<file path="src/design/mdhw_pkg.sv">
// ----------------------------------------------------------------------------
// mdhw_pkg
// Shared types and codes for the multi-device heartbeat watchdog.
// ----------------------------------------------------------------------------
package mdhw_pkg;

  localparam int unsigned FUNC_W    = 3;
  localparam int unsigned DEV_W     = 5;
  localparam int unsigned TIME_W    = 32;
  localparam int unsigned KIND_W    = 2;
  localparam int unsigned POLL_W    = 16;

  typedef enum logic [FUNC_W-1:0] {
    FN_REGISTER   = 3'd0,
    FN_UNREGISTER = 3'd1,
    FN_HEARTBEAT  = 3'd2,
    FN_TICK       = 3'd3,
    FN_QUERY      = 3'd4
  } func_e;

  typedef enum logic [KIND_W-1:0] {
    KIND_TIMEOUT   = 2'd0,
    KIND_FOUND     = 2'd1,
    KIND_NOT_FOUND = 2'd2
  } kind_e;

  typedef enum logic [2:0] {
    ST_IDLE,
    ST_QUERY,
    ST_SCAN_RD,
    ST_SCAN_EV,
    ST_SCAN_END
  } state_e;

endpackage

</file>
<file path="src/design/mdhw_cmd_if.sv">
// ----------------------------------------------------------------------------
// mdhw_cmd_if
// Command channel: valid/ready handshake with one command per beat.
// ----------------------------------------------------------------------------
interface mdhw_cmd_if;
  logic        valid;
  logic        ready;
  logic [2:0]  func;
  logic [4:0]  device;
  logic [31:0] timeout_secs;

  modport source (output valid, func, device, timeout_secs, input ready);
  modport sink   (input valid, func, device, timeout_secs, output ready);
endinterface

</file>
<file path="src/design/mdhw_res_if.sv">
// ----------------------------------------------------------------------------
// mdhw_res_if
// Result channel: valid/ready handshake with one report per beat.
// ----------------------------------------------------------------------------
interface mdhw_res_if;
  logic        valid;
  logic        ready;
  logic [1:0]  kind;
  logic [4:0]  device_out;
  logic [31:0] elapsed_secs;
  logic        last;

  modport source (output valid, kind, device_out, elapsed_secs, last, input ready);
  modport sink   (input valid, kind, device_out, elapsed_secs, last, output ready);
endinterface

</file>
<file path="src/design/multi_device_heartbeat_watchdog.sv">
// ----------------------------------------------------------------------------
// multi_device_heartbeat_watchdog
// Slot table of registered devices, one-second time base and periodic scan
// for devices whose heartbeat has gone quiet.
// ----------------------------------------------------------------------------
// Usage:
//   cmd_i carries commands (register, unregister, heartbeat, tick, query),
//   one per beat. res_o carries timeout reports and query answers; last
//   marks the final result a command produces.
//   cfg_we_i/cfg_wdata_i write poll_interval; the user must do so only
//   while the block is idle, as the block itself does not enforce this.
//   Register, unregister, heartbeat and a tick without a scan leave the
//   sequencer idle. A query holds the input in ST_QUERY, where its answer
//   is loaded into the output register once that register is free. A
//   scanning tick walks every slot: ST_SCAN_RD skips an idle slot and
//   reads a live one, which ST_SCAN_EV checks with the one subtract/compare
//   unit; ST_SCAN_END then sends any held-back report.
//   cmd_i.ready is high only while the sequencer is idle.
//   A report is held back one hit so that last can be set on the final one.
//   If res_o stalls, the scan or query waits until the output register is
//   free; nothing is dropped.
//   Reset clears the valid and timed-out marks and the time and arms the
//   countdown; the timeout and last-seen memories need no clearing.
// ----------------------------------------------------------------------------
module multi_device_heartbeat_watchdog
  import mdhw_pkg::*;
#(
  parameter int unsigned MAX_DEVICES = 32
) (
  input  logic              clk_i,
  input  logic              rst_ni,
  input  logic              cfg_we_i,
  input  logic [POLL_W-1:0] cfg_wdata_i,
  mdhw_cmd_if.sink          cmd_i,
  mdhw_res_if.source        res_o
);

  localparam int unsigned IDX_W = (MAX_DEVICES > 1) ? $clog2(MAX_DEVICES) : 1;
  localparam int unsigned CNT_W = $clog2(MAX_DEVICES + 1);

  // slot state
  logic [MAX_DEVICES-1:0] slot_valid_q, slot_valid_d;
  logic [MAX_DEVICES-1:0] slot_to_q, slot_to_d;     // timed-out marks
  logic [TIME_W-1:0]      tmo_mem [MAX_DEVICES];
  logic [TIME_W-1:0]      seen_mem [MAX_DEVICES];
  logic [TIME_W-1:0]      tmo_rd_q, seen_rd_q;
  logic [IDX_W-1:0]       rd_addr;

  logic [TIME_W-1:0]      now_q, now_d;
  logic [POLL_W-1:0]      poll_q, poll_d;
  logic [POLL_W-1:0]      cdown_q, cdown_d;

  state_e                 state_q, state_d;
  logic [CNT_W-1:0]       idx_q, idx_d;
  logic [DEV_W-1:0]       qdev_q, qdev_d;
  logic                   qfound_q, qfound_d;

  // held-back report
  logic                   pend_valid_q, pend_valid_d;
  logic [DEV_W-1:0]       pend_dev_q, pend_dev_d;
  logic [TIME_W-1:0]      pend_el_q, pend_el_d;

  // output register
  logic                   out_valid_q, out_valid_d;
  kind_e                  out_kind_q, out_kind_d;
  logic [DEV_W-1:0]       out_dev_q, out_dev_d;
  logic [TIME_W-1:0]      out_el_q, out_el_d;
  logic                   out_last_q, out_last_d;
  logic                   out_load;

  logic                   acc;
  logic                   out_free;
  logic                   in_range;
  logic [IDX_W-1:0]       cmd_idx;
  logic [IDX_W-1:0]       scan_idx;
  logic                   scan_done;
  logic                   live;
  logic [TIME_W-1:0]      elapsed;
  logic                   hit;
  logic                   start_scan;
  logic                   mem_tmo_we, mem_seen_we;

  assign cmd_i.ready = (state_q == ST_IDLE);
  assign acc         = cmd_i.valid && cmd_i.ready;
  assign out_free    = !out_valid_q || res_o.ready;
  assign in_range    = (7'(cmd_i.device) < 7'(MAX_DEVICES));
  assign cmd_idx     = IDX_W'(cmd_i.device);
  assign scan_idx    = idx_q[IDX_W-1:0];
  assign scan_done   = (idx_q == CNT_W'(MAX_DEVICES));
  assign live        = slot_valid_q[scan_idx] && !slot_to_q[scan_idx];

  // the shared unit: one subtract, one compare
  assign elapsed     = now_q - seen_rd_q;
  assign hit         = (elapsed >= tmo_rd_q);

  assign start_scan  = acc && (cmd_i.func == FN_TICK) && (cdown_q <= POLL_W'(1));
  assign rd_addr     = (state_q == ST_IDLE) ? cmd_idx : scan_idx;
  assign mem_tmo_we  = acc && (cmd_i.func == FN_REGISTER) && in_range;
  assign mem_seen_we = mem_tmo_we ||
                       (acc && (cmd_i.func == FN_HEARTBEAT) && in_range &&
                        slot_valid_q[cmd_idx]);

  // next state
  always_comb begin
    state_d = state_q;
    case (state_q)
      ST_IDLE: begin
        if (start_scan) begin
          state_d = ST_SCAN_RD;
        end else if (acc && (cmd_i.func == FN_QUERY)) begin
          state_d = ST_QUERY;
        end
      end
      ST_QUERY: begin
        if (out_free) state_d = ST_IDLE;
      end
      ST_SCAN_RD: begin
        if (scan_done) begin
          state_d = ST_SCAN_END;
        end else if (live) begin
          state_d = ST_SCAN_EV;
        end
      end
      ST_SCAN_EV: begin
        if (!hit || !pend_valid_q || out_free) state_d = ST_SCAN_RD;
      end
      ST_SCAN_END: begin
        if (!pend_valid_q || out_free) state_d = ST_IDLE;
      end
      default: state_d = ST_IDLE;
    endcase
  end

  // datapath and outputs
  always_comb begin
    slot_valid_d = slot_valid_q;
    slot_to_d    = slot_to_q;
    now_d        = now_q;
    poll_d       = cfg_we_i ? cfg_wdata_i : poll_q;
    cdown_d      = cdown_q;
    idx_d        = idx_q;
    qdev_d       = qdev_q;
    qfound_d     = qfound_q;
    pend_valid_d = pend_valid_q;
    pend_dev_d   = pend_dev_q;
    pend_el_d    = pend_el_q;
    out_load     = 1'b0;
    out_kind_d   = out_kind_q;
    out_dev_d    = out_dev_q;
    out_el_d     = out_el_q;
    out_last_d   = out_last_q;

    case (state_q)
      ST_IDLE: begin
        if (acc) begin
          case (cmd_i.func)
            FN_REGISTER: begin
              if (in_range) begin
                slot_valid_d[cmd_idx] = 1'b1;
                slot_to_d[cmd_idx]    = 1'b0;
              end
            end
            FN_UNREGISTER: begin
              if (in_range) slot_valid_d[cmd_idx] = 1'b0;
            end
            FN_HEARTBEAT: begin
              if (in_range && slot_valid_q[cmd_idx]) slot_to_d[cmd_idx] = 1'b0;
            end
            FN_TICK: begin
              now_d = now_q + TIME_W'(1);
              if (cdown_q <= POLL_W'(1)) begin
                cdown_d = (poll_q == '0) ? POLL_W'(1) : poll_q;
                idx_d   = '0;
              end else begin
                cdown_d = cdown_q - POLL_W'(1);
              end
            end
            FN_QUERY: begin
              idx_d    = CNT_W'(cmd_i.device);
              qdev_d   = cmd_i.device;
              qfound_d = in_range && slot_valid_q[cmd_idx];
            end
            default: ;
          endcase
        end
      end
      ST_QUERY: begin
        if (out_free) begin
          out_load   = 1'b1;
          out_kind_d = qfound_q ? KIND_FOUND : KIND_NOT_FOUND;
          out_dev_d  = qdev_q;
          out_el_d   = qfound_q ? elapsed : '0;
          out_last_d = 1'b1;
        end
      end
      ST_SCAN_RD: begin
        if (!scan_done && !live) idx_d = idx_q + CNT_W'(1);
      end
      ST_SCAN_EV: begin
        if (!hit) begin
          idx_d = idx_q + CNT_W'(1);
        end else if (!pend_valid_q || out_free) begin
          if (pend_valid_q) begin
            out_load   = 1'b1;
            out_kind_d = KIND_TIMEOUT;
            out_dev_d  = pend_dev_q;
            out_el_d   = pend_el_q;
            out_last_d = 1'b0;
          end
          slot_to_d[scan_idx] = 1'b1;
          pend_valid_d        = 1'b1;
          pend_dev_d          = DEV_W'(scan_idx);
          pend_el_d           = elapsed;
          idx_d               = idx_q + CNT_W'(1);
        end
      end
      ST_SCAN_END: begin
        if (pend_valid_q && out_free) begin
          out_load     = 1'b1;
          out_kind_d   = KIND_TIMEOUT;
          out_dev_d    = pend_dev_q;
          out_el_d     = pend_el_q;
          out_last_d   = 1'b1;
          pend_valid_d = 1'b0;
        end
      end
      default: ;
    endcase

    if (out_load) begin
      out_valid_d = 1'b1;
    end else if (res_o.ready) begin
      out_valid_d = 1'b0;
    end else begin
      out_valid_d = out_valid_q;
    end
  end

  // control registers
  always_ff @(posedge clk_i or negedge rst_ni) begin
    if (!rst_ni) begin
      state_q      <= ST_IDLE;
      slot_valid_q <= '0;
      slot_to_q    <= '0;
      now_q        <= '0;
      poll_q       <= POLL_W'(1);
      cdown_q      <= POLL_W'(1);
      idx_q        <= '0;
      pend_valid_q <= 1'b0;
      out_valid_q  <= 1'b0;
    end else begin
      state_q      <= state_d;
      slot_valid_q <= slot_valid_d;
      slot_to_q    <= slot_to_d;
      now_q        <= now_d;
      poll_q       <= poll_d;
      cdown_q      <= cdown_d;
      idx_q        <= idx_d;
      pend_valid_q <= pend_valid_d;
      out_valid_q  <= out_valid_d;
    end
  end

  // payload registers
  always_ff @(posedge clk_i) begin
    qdev_q     <= qdev_d;
    qfound_q   <= qfound_d;
    pend_dev_q <= pend_dev_d;
    pend_el_q  <= pend_el_d;
    out_kind_q <= out_kind_d;
    out_dev_q  <= out_dev_d;
    out_el_q   <= out_el_d;
    out_last_q <= out_last_d;
  end

  // timeout and last-seen memories, registered read
  always_ff @(posedge clk_i) begin
    if (mem_tmo_we) tmo_mem[cmd_idx] <= cmd_i.timeout_secs;
    if (mem_seen_we) seen_mem[cmd_idx] <= now_q;
    tmo_rd_q  <= tmo_mem[rd_addr];
    seen_rd_q <= seen_mem[rd_addr];
  end

  assign res_o.valid        = out_valid_q;
  assign res_o.kind         = out_kind_q;
  assign res_o.device_out   = out_dev_q;
  assign res_o.elapsed_secs = out_el_q;
  assign res_o.last         = out_last_q;

  // checks
  a_idle_no_pend: assert property (@(posedge clk_i) disable iff (!rst_ni)
    (state_q == ST_IDLE) |-> !pend_valid_q)
    else $error("held-back report left behind at end of scan");

  a_cdown_nonzero: assert property (@(posedge clk_i) disable iff (!rst_ni)
    cdown_q != '0)
    else $error("poll countdown reached zero");

  a_no_overwrite: assert property (@(posedge clk_i) disable iff (!rst_ni)
    out_load |-> (!out_valid_q || res_o.ready))
    else $error("output register overwritten while stalled");

  a_idx_bound: assert property (@(posedge clk_i) disable iff (!rst_ni)
    (state_q == ST_SCAN_EV) |-> (idx_q < CNT_W'(MAX_DEVICES)))
    else $error("scan index beyond slot table");

endmodule
</file>
<file path="src/flat_wrapper.sv">
// flat-port wrapper written by rule: the top's interface ports become plain ports
module multi_device_heartbeat_watchdog_flat import mdhw_pkg::*;
#(
  parameter int unsigned MAX_DEVICES = 32
)
  (clk_i, rst_ni, cfg_we_i, cfg_wdata_i, cmd_i_valid, cmd_i_func, cmd_i_device, cmd_i_timeout_secs, cmd_i_ready, res_o_valid, res_o_kind, res_o_device_out, res_o_elapsed_secs, res_o_last, res_o_ready);
  mdhw_cmd_if cmd_i_i ();
  mdhw_res_if res_o_i ();
  input  logic clk_i;
  input  logic rst_ni;
  input  logic cfg_we_i;
  input  logic [POLL_W-1:0] cfg_wdata_i;
  input wire logic [$bits(cmd_i_i.valid)-1:0] cmd_i_valid;
  input wire logic [$bits(cmd_i_i.func)-1:0] cmd_i_func;
  input wire logic [$bits(cmd_i_i.device)-1:0] cmd_i_device;
  input wire logic [$bits(cmd_i_i.timeout_secs)-1:0] cmd_i_timeout_secs;
  output wire logic [$bits(cmd_i_i.ready)-1:0] cmd_i_ready;
  output wire logic [$bits(res_o_i.valid)-1:0] res_o_valid;
  output wire logic [$bits(res_o_i.kind)-1:0] res_o_kind;
  output wire logic [$bits(res_o_i.device_out)-1:0] res_o_device_out;
  output wire logic [$bits(res_o_i.elapsed_secs)-1:0] res_o_elapsed_secs;
  output wire logic [$bits(res_o_i.last)-1:0] res_o_last;
  input wire logic [$bits(res_o_i.ready)-1:0] res_o_ready;
  assign cmd_i_i.valid = cmd_i_valid;
  assign cmd_i_i.func = cmd_i_func;
  assign cmd_i_i.device = cmd_i_device;
  assign cmd_i_i.timeout_secs = cmd_i_timeout_secs;
  assign cmd_i_ready = cmd_i_i.ready;
  assign res_o_valid = res_o_i.valid;
  assign res_o_kind = res_o_i.kind;
  assign res_o_device_out = res_o_i.device_out;
  assign res_o_elapsed_secs = res_o_i.elapsed_secs;
  assign res_o_last = res_o_i.last;
  assign res_o_i.ready = res_o_ready;
  multi_device_heartbeat_watchdog #(.MAX_DEVICES(MAX_DEVICES)) u_core (.clk_i(clk_i), .rst_ni(rst_ni), .cfg_we_i(cfg_we_i), .cfg_wdata_i(cfg_wdata_i), .cmd_i(cmd_i_i), .res_o(res_o_i));
endmodule
</file>
<file path="config.mk">
export PLATFORM = sky130hd
export DESIGN_NAME = multi_device_heartbeat_watchdog_flat
export DESIGN_NICKNAME = d
export VERILOG_FILES = /design/src/design/mdhw_pkg.sv /design/src/design/mdhw_cmd_if.sv /design/src/design/mdhw_res_if.sv /design/src/design/multi_device_heartbeat_watchdog.sv /design/src/flat_wrapper.sv
export SDC_FILE = /design/constraint.sdc
export NUM_CORES = 2
export LEC_CHECK = 0
export ABC_AREA = 1
export CAP_MARGIN = 20
export CORE_AREA = 2 2 573 575
export CTS_CLUSTER_SIZE = 8
export DETAILED_ROUTE_END_ITERATION = 7
export DIE_AREA = 0 0 575 577
export DONT_BUFFER_PORTS = 1
export PLACE_DENSITY = 0.5
export SKIP_LAST_GASP = 1
export SLEW_MARGIN = 15
export SYNTH_ARGS = -nofsm -noshare
export SYNTH_HDL_FRONTEND = slang
export SYNTH_SLANG_ARGS = --single-unit
</file>
<file path="constraint.sdc">
create_clock -name clk_i -period 7.6 [get_ports clk_i]
set_input_delay 2.28 -clock clk_i [delete_from_list [all_inputs] [get_ports clk_i]]
set_output_delay 2.28 -clock clk_i [all_outputs]
set_load 0.02 [all_outputs]
</file>
==> parameters.txt <==
Parameter                              Value

Routing
  Routed length per placed instance ... 23.4 um
  Via/cell ratio ... 5.06
  Antenna-violating nets left ... 0
  Detailed Route Iter0 Violations ... about 6600
  Remaining design rule violation count ... 0
  Detailed-route via count ... about 67000
  Number of iterations in the first detailed-routing pass ... 6
  Final wirelength ... 309000 um

Die
  Core Footprint ... 0.326 mm^2
  I/O pin total ... 103
  Area enclosed by the die boundary ... 0.332 mm^2
  Overall die height ... just under 600 um
  Effective utilization at floorplan ... 29.9%
  Horiz. Die Dim ... 575 um
  Number of rows in the core area ... 210

Layout
  Share of post-route cells with drive strength above 1 ... 7.58%
  Layout-stage area growth over the synthesis result ... 15.2%
  Leading cell type in the layout, fill and taps excluded ... sky130_fd_sc_hd__nand2_1
  Layout fillers ... around 32000
  Number of nets in the layout ... 8787
  Post-layout util ... between 30% and 40%
  Finished layout cell area ... 0.112 mm^2
  Top library cells by usage in the layout, fill and taps aside ... 2769 x sky130_fd_sc_hd__nand2_1, 2131 x sky130_fd_sc_hd__edfxtp_1, 1940 x sky130_fd_sc_hd__nand3_1

Clocking
  CTS HTree Levels ... 5
  Maximum count of clock buffers along a single path ... 4
  Post CTS Setup Buffer Count ... 0
  TritonCTS clock tree ... done
  CTS resizes ... 0
  Clock network latency to the later pin of the worst-skew pair ... roughly 0.9 ns
  Clock slew at reported path FFs ... ~0.05 ns
  Number of buffers created by CTS ... 332
  Root buf cell ... sky130_fd_sc_hd__clkbuf_16
  CTS Sinks ... 2334
  Hold-fix buffers at CTS ... 0

Synthesis
  Xor-xnor portion of the synthesized cell area ... 0.459%
  EDFF count, synth ... 2131
  Cells after Synth ... 8626
  Area fraction in compound gates after synthesis ... 2.01%
  Main combinational cell family by area after synthesis ... simple AND/OR/NAND/NOR gates
  Number of nets in the synthesized netlist ... between 8000 and 9000
  Post-synthesis sequential area ratio ... 70.6%
  Distinct cell type count of the synthesized netlist ... 55
  Simple-gate share of the synthesized area ... 22.3%
  Yosys warnings ... 0
  Top FF cell, synth ... sky130_fd_sc_hd__edfxtp_1
  Async set-reset flop share out of synthesis ... under 10%
  Number of storage elements in the synthesis netlist ... 2334
  Post-Synthesis Mean Instance Area ... 11.3 um^2
  Post-synth design cell area ... 0.0974 mm^2
  Share of synthesized cell area in full adder, half adder and majority cells ... 0.920%
  Share of cell area taken by muxes after synthesis ... 0.0810%

Placed design
  Number of port buffers ... 0
  Placed wire-length estimate ... 175000 um
  Global placer's final weighted congestion ... 0.885
  Worst slack at placement ... 1.67 ns
  Post-DP Area ... 0.103 mm^2

Setup path
  Data arrival at the endpoint of the critical path ... 6.58 ns
  Critical path peak fanout ... 36
  Critical path class ... reg2reg
  Crit. End Element ... register
  Cell with the largest stage delay on the worst path ... sky130_fd_sc_hd__o21ai_0
  Setup slack, reg-to-reg ... 1.82 ns
  Data required time of the critical path ... 8.40 ns
  Worst path most repeated cell ... sky130_fd_sc_hd__nand2_1
  Critical path startpoint category ... register
  Worst path max stage delay ... approximately 0.77 ns

Timing
  Total negative slack for setup checks ... 0 ns
  Slew Viols, Final ... 0
  Timing-limited maximum frequency ... 173 MHz
  Shortest period the worst path allows ... 5.78 ns
  Clock skew after layout ... 0.0501 ns
  Transition time at the pin with the least slew margin ... 1.17 ns
  PnR worst setup slack ... 1.82 ns
  Final hold vios ... 0
  Tcrit/Tclk final ... 76.1%
  Final setup violating endpoints ... 0
  RSZ-0062 raised after global routing ... false
  Slew headroom ... between 20% and 30%

Global routing
  Antenna violations before repair ... 17
  Global Route Usage Sum ... a little under a fifth
  Vias in the first global route ... 65100
  First-pass GRT wire length ... 453000 um
  Maximum number of pins on one net before global-route repair ... 150
  Residual overflow from global routing ... 0

Power
  P per Cell Area ... approximately 360 mW/mm^2
  Highest ir drop seen on vdd ... 0.276 mV
  Static Leak ... around 40 nW

Worst hold path
  Class of the most critical hold timing path ... reg2reg

Flow run
  Max-cap viol count ... 0

Run status
  Outcome ... finished clean
state kept, by name (all words and copies together) (netlist names), 2 cells and up, named ones only:
signal	cells
u_core.seen_mem	1024
u_core.qdev_q	5
u_core.pend_dev_q	5
u_core.res_o.device_out	5
u_core.idx_q	6
u_core.tmo_rd_q	32
u_core.res_o.elapsed_secs	32
u_core.res_o.kind	2
u_core.pend_el_q	32
u_core.seen_rd_q	32
u_core.tmo_mem	1024
u_core.now_q	32
u_core.slot_to_q	32
u_core.poll_q	16
u_core.state_q	3
u_core.cdown_q	16
worst paths after layout:
path / startpoint / endpoint / cells after the start
setup / recovery: u_core.now_q[0] / u_core.slot_to_q[1] / 27
hold / removal: register / register / 2
setup reg to reg: u_core.now_q[0] / u_core.slot_to_q[1] / 27
hold reg to reg: register / register / 2
max in group asynchronous: rst_ni / u_core.now_q[19] / 0
min in group asynchronous: rst_ni / u_core.poll_q[12] / 0
final cells by class:
cell class | count | area (um^2) | share of cell area, %
Inverter | 281 | 1080 | 0.965
Antenna cell | 4 | 10.0 | 0.00893
Clock buffer | 507 | 9060 | 8.08
Clock inverter | 23 | 334 | 0.298
Tap cell | 4346 | 5440 | 4.85
Multi-Input combinational cell | 5516 | 25600 | 22.8
Sequential cell | 2334 | 68800 | 61.3
Timing Repair Buffer | 190 | 1840 | 1.64
metrics by stage:
stage                     hold WS [ns]  total power [mW]  cells
final                            0.488              40.9  13200
after global routing             0.499              42.9  13200
after CTS                        0.490              41.2  13200
after detailed placement         0.479              27.5  12700
after global placement           0.469              27.5  12700
after floorplan                  0.420              23.0   8626
kinds of logic (layout without fill, tap and decap cells):
kind of cell    count (synthesis)  count (layout)
compound gates                339             339
xor+xnor                       51              51
fa+ha+maj                      71              71
buf+inv                       776            1001
flops                        2334            2334
mux                             7               7
other cells                     0               4
simple gates                 5048            5048
synthesized netlist by cell type (3+ instances only):
cell / count / area, um^2
sky130_fd_sc_hd__nand2_1: 2771 / 10400
sky130_fd_sc_hd__edfxtp_1: 2131 / 64000
sky130_fd_sc_hd__nand3_1: 1940 / 9710
sky130_fd_sc_hd__buf_2: 393 / 1970
sky130_fd_sc_hd__inv_1: 270 / 1010
sky130_fd_sc_hd__nor2_1: 188 / 706
sky130_fd_sc_hd__o21ai_0: 150 / 751
sky130_fd_sc_hd__dfrtp_1: 137 / 3430
sky130_fd_sc_hd__a21oi_1: 78 / 390
sky130_fd_sc_hd__ha_1: 70 / 876
sky130_fd_sc_hd__clkbuf_1: 66 / 248
sky130_fd_sc_hd__dfxtp_1: 64 / 1280
sky130_fd_sc_hd__nor3_1: 63 / 315
sky130_fd_sc_hd__xor2_1: 36 / 315
sky130_fd_sc_hd__o211ai_1: 30 / 225
sky130_fd_sc_hd__nand4_1: 28 / 175
sky130_fd_sc_hd__a21o_1: 19 / 143
sky130_fd_sc_hd__buf_1: 18 / 67.6
sky130_fd_sc_hd__o22ai_1: 15 / 93.8
sky130_fd_sc_hd__xnor2_1: 15 / 131
sky130_fd_sc_hd__buf_4: 14 / 105
sky130_fd_sc_hd__nor4_1: 13 / 81.3
sky130_fd_sc_hd__nand3b_1: 12 / 90.1
sky130_fd_sc_hd__inv_2: 11 / 41.3
sky130_fd_sc_hd__a22o_1: 9 / 78.8
sky130_fd_sc_hd__and2_1: 8 / 50.1
sky130_fd_sc_hd__o21ai_1: 8 / 40.0
sky130_fd_sc_hd__a22oi_1: 7 / 52.6
sky130_fd_sc_hd__mux2_2: 7 / 78.8
sky130_fd_sc_hd__nor2_2: 6 / 37.5
sky130_fd_sc_hd__nor2_4: 5 / 56.3
sky130_fd_sc_hd__buf_6: 4 / 45.0
sky130_fd_sc_hd__a31oi_1: 3 / 18.8
sky130_fd_sc_hd__nor3_2: 3 / 30.0
sky130_fd_sc_hd__o21a_1: 3 / 22.5
sky130_fd_sc_hd__o21ai_2: 3 / 26.3
sky130_fd_sc_hd__o21bai_1: 3 / 22.5
sky130_fd_sc_hd__o31ai_1: 3 / 22.5
sky130_fd_sc_hd__or2_2: 3 / 18.8
metal layers:
| layer | global-route usage, % | share of wire [%] | vias to the layer above |
|---|---|---|---|
| li1 | - | - | 30300 |
| met1 | 25.3 | 44 | 33600 |
| met2 | 29.1 | 46 | 2437 |
| met3 | 3.47 | 7.5 | 403 |
| met4 | 4.78 | 2.4 | 8 |
| met5 | 0 | 0.016 | - |
worst max-delay path: cells and delay by family, from the launching register on:
kind	cells	cell delay (ns)
AOI/OAI and AO/OA	1	0.77
DFF	1	0.32
adders and majority gates	3	0.92
buffers and inverters	5	1.22
and+or+nand+nor	18	2.39
power by group:
part	leakage, nW	switching [mW]	internal (mW)
clock network	4.49	5.45	8.13
registers	20.1	0.494	14.7
logic	14.9	8.74	3.32
total	39.5	14.7	26.2
(Power assumes the default switching activity.)
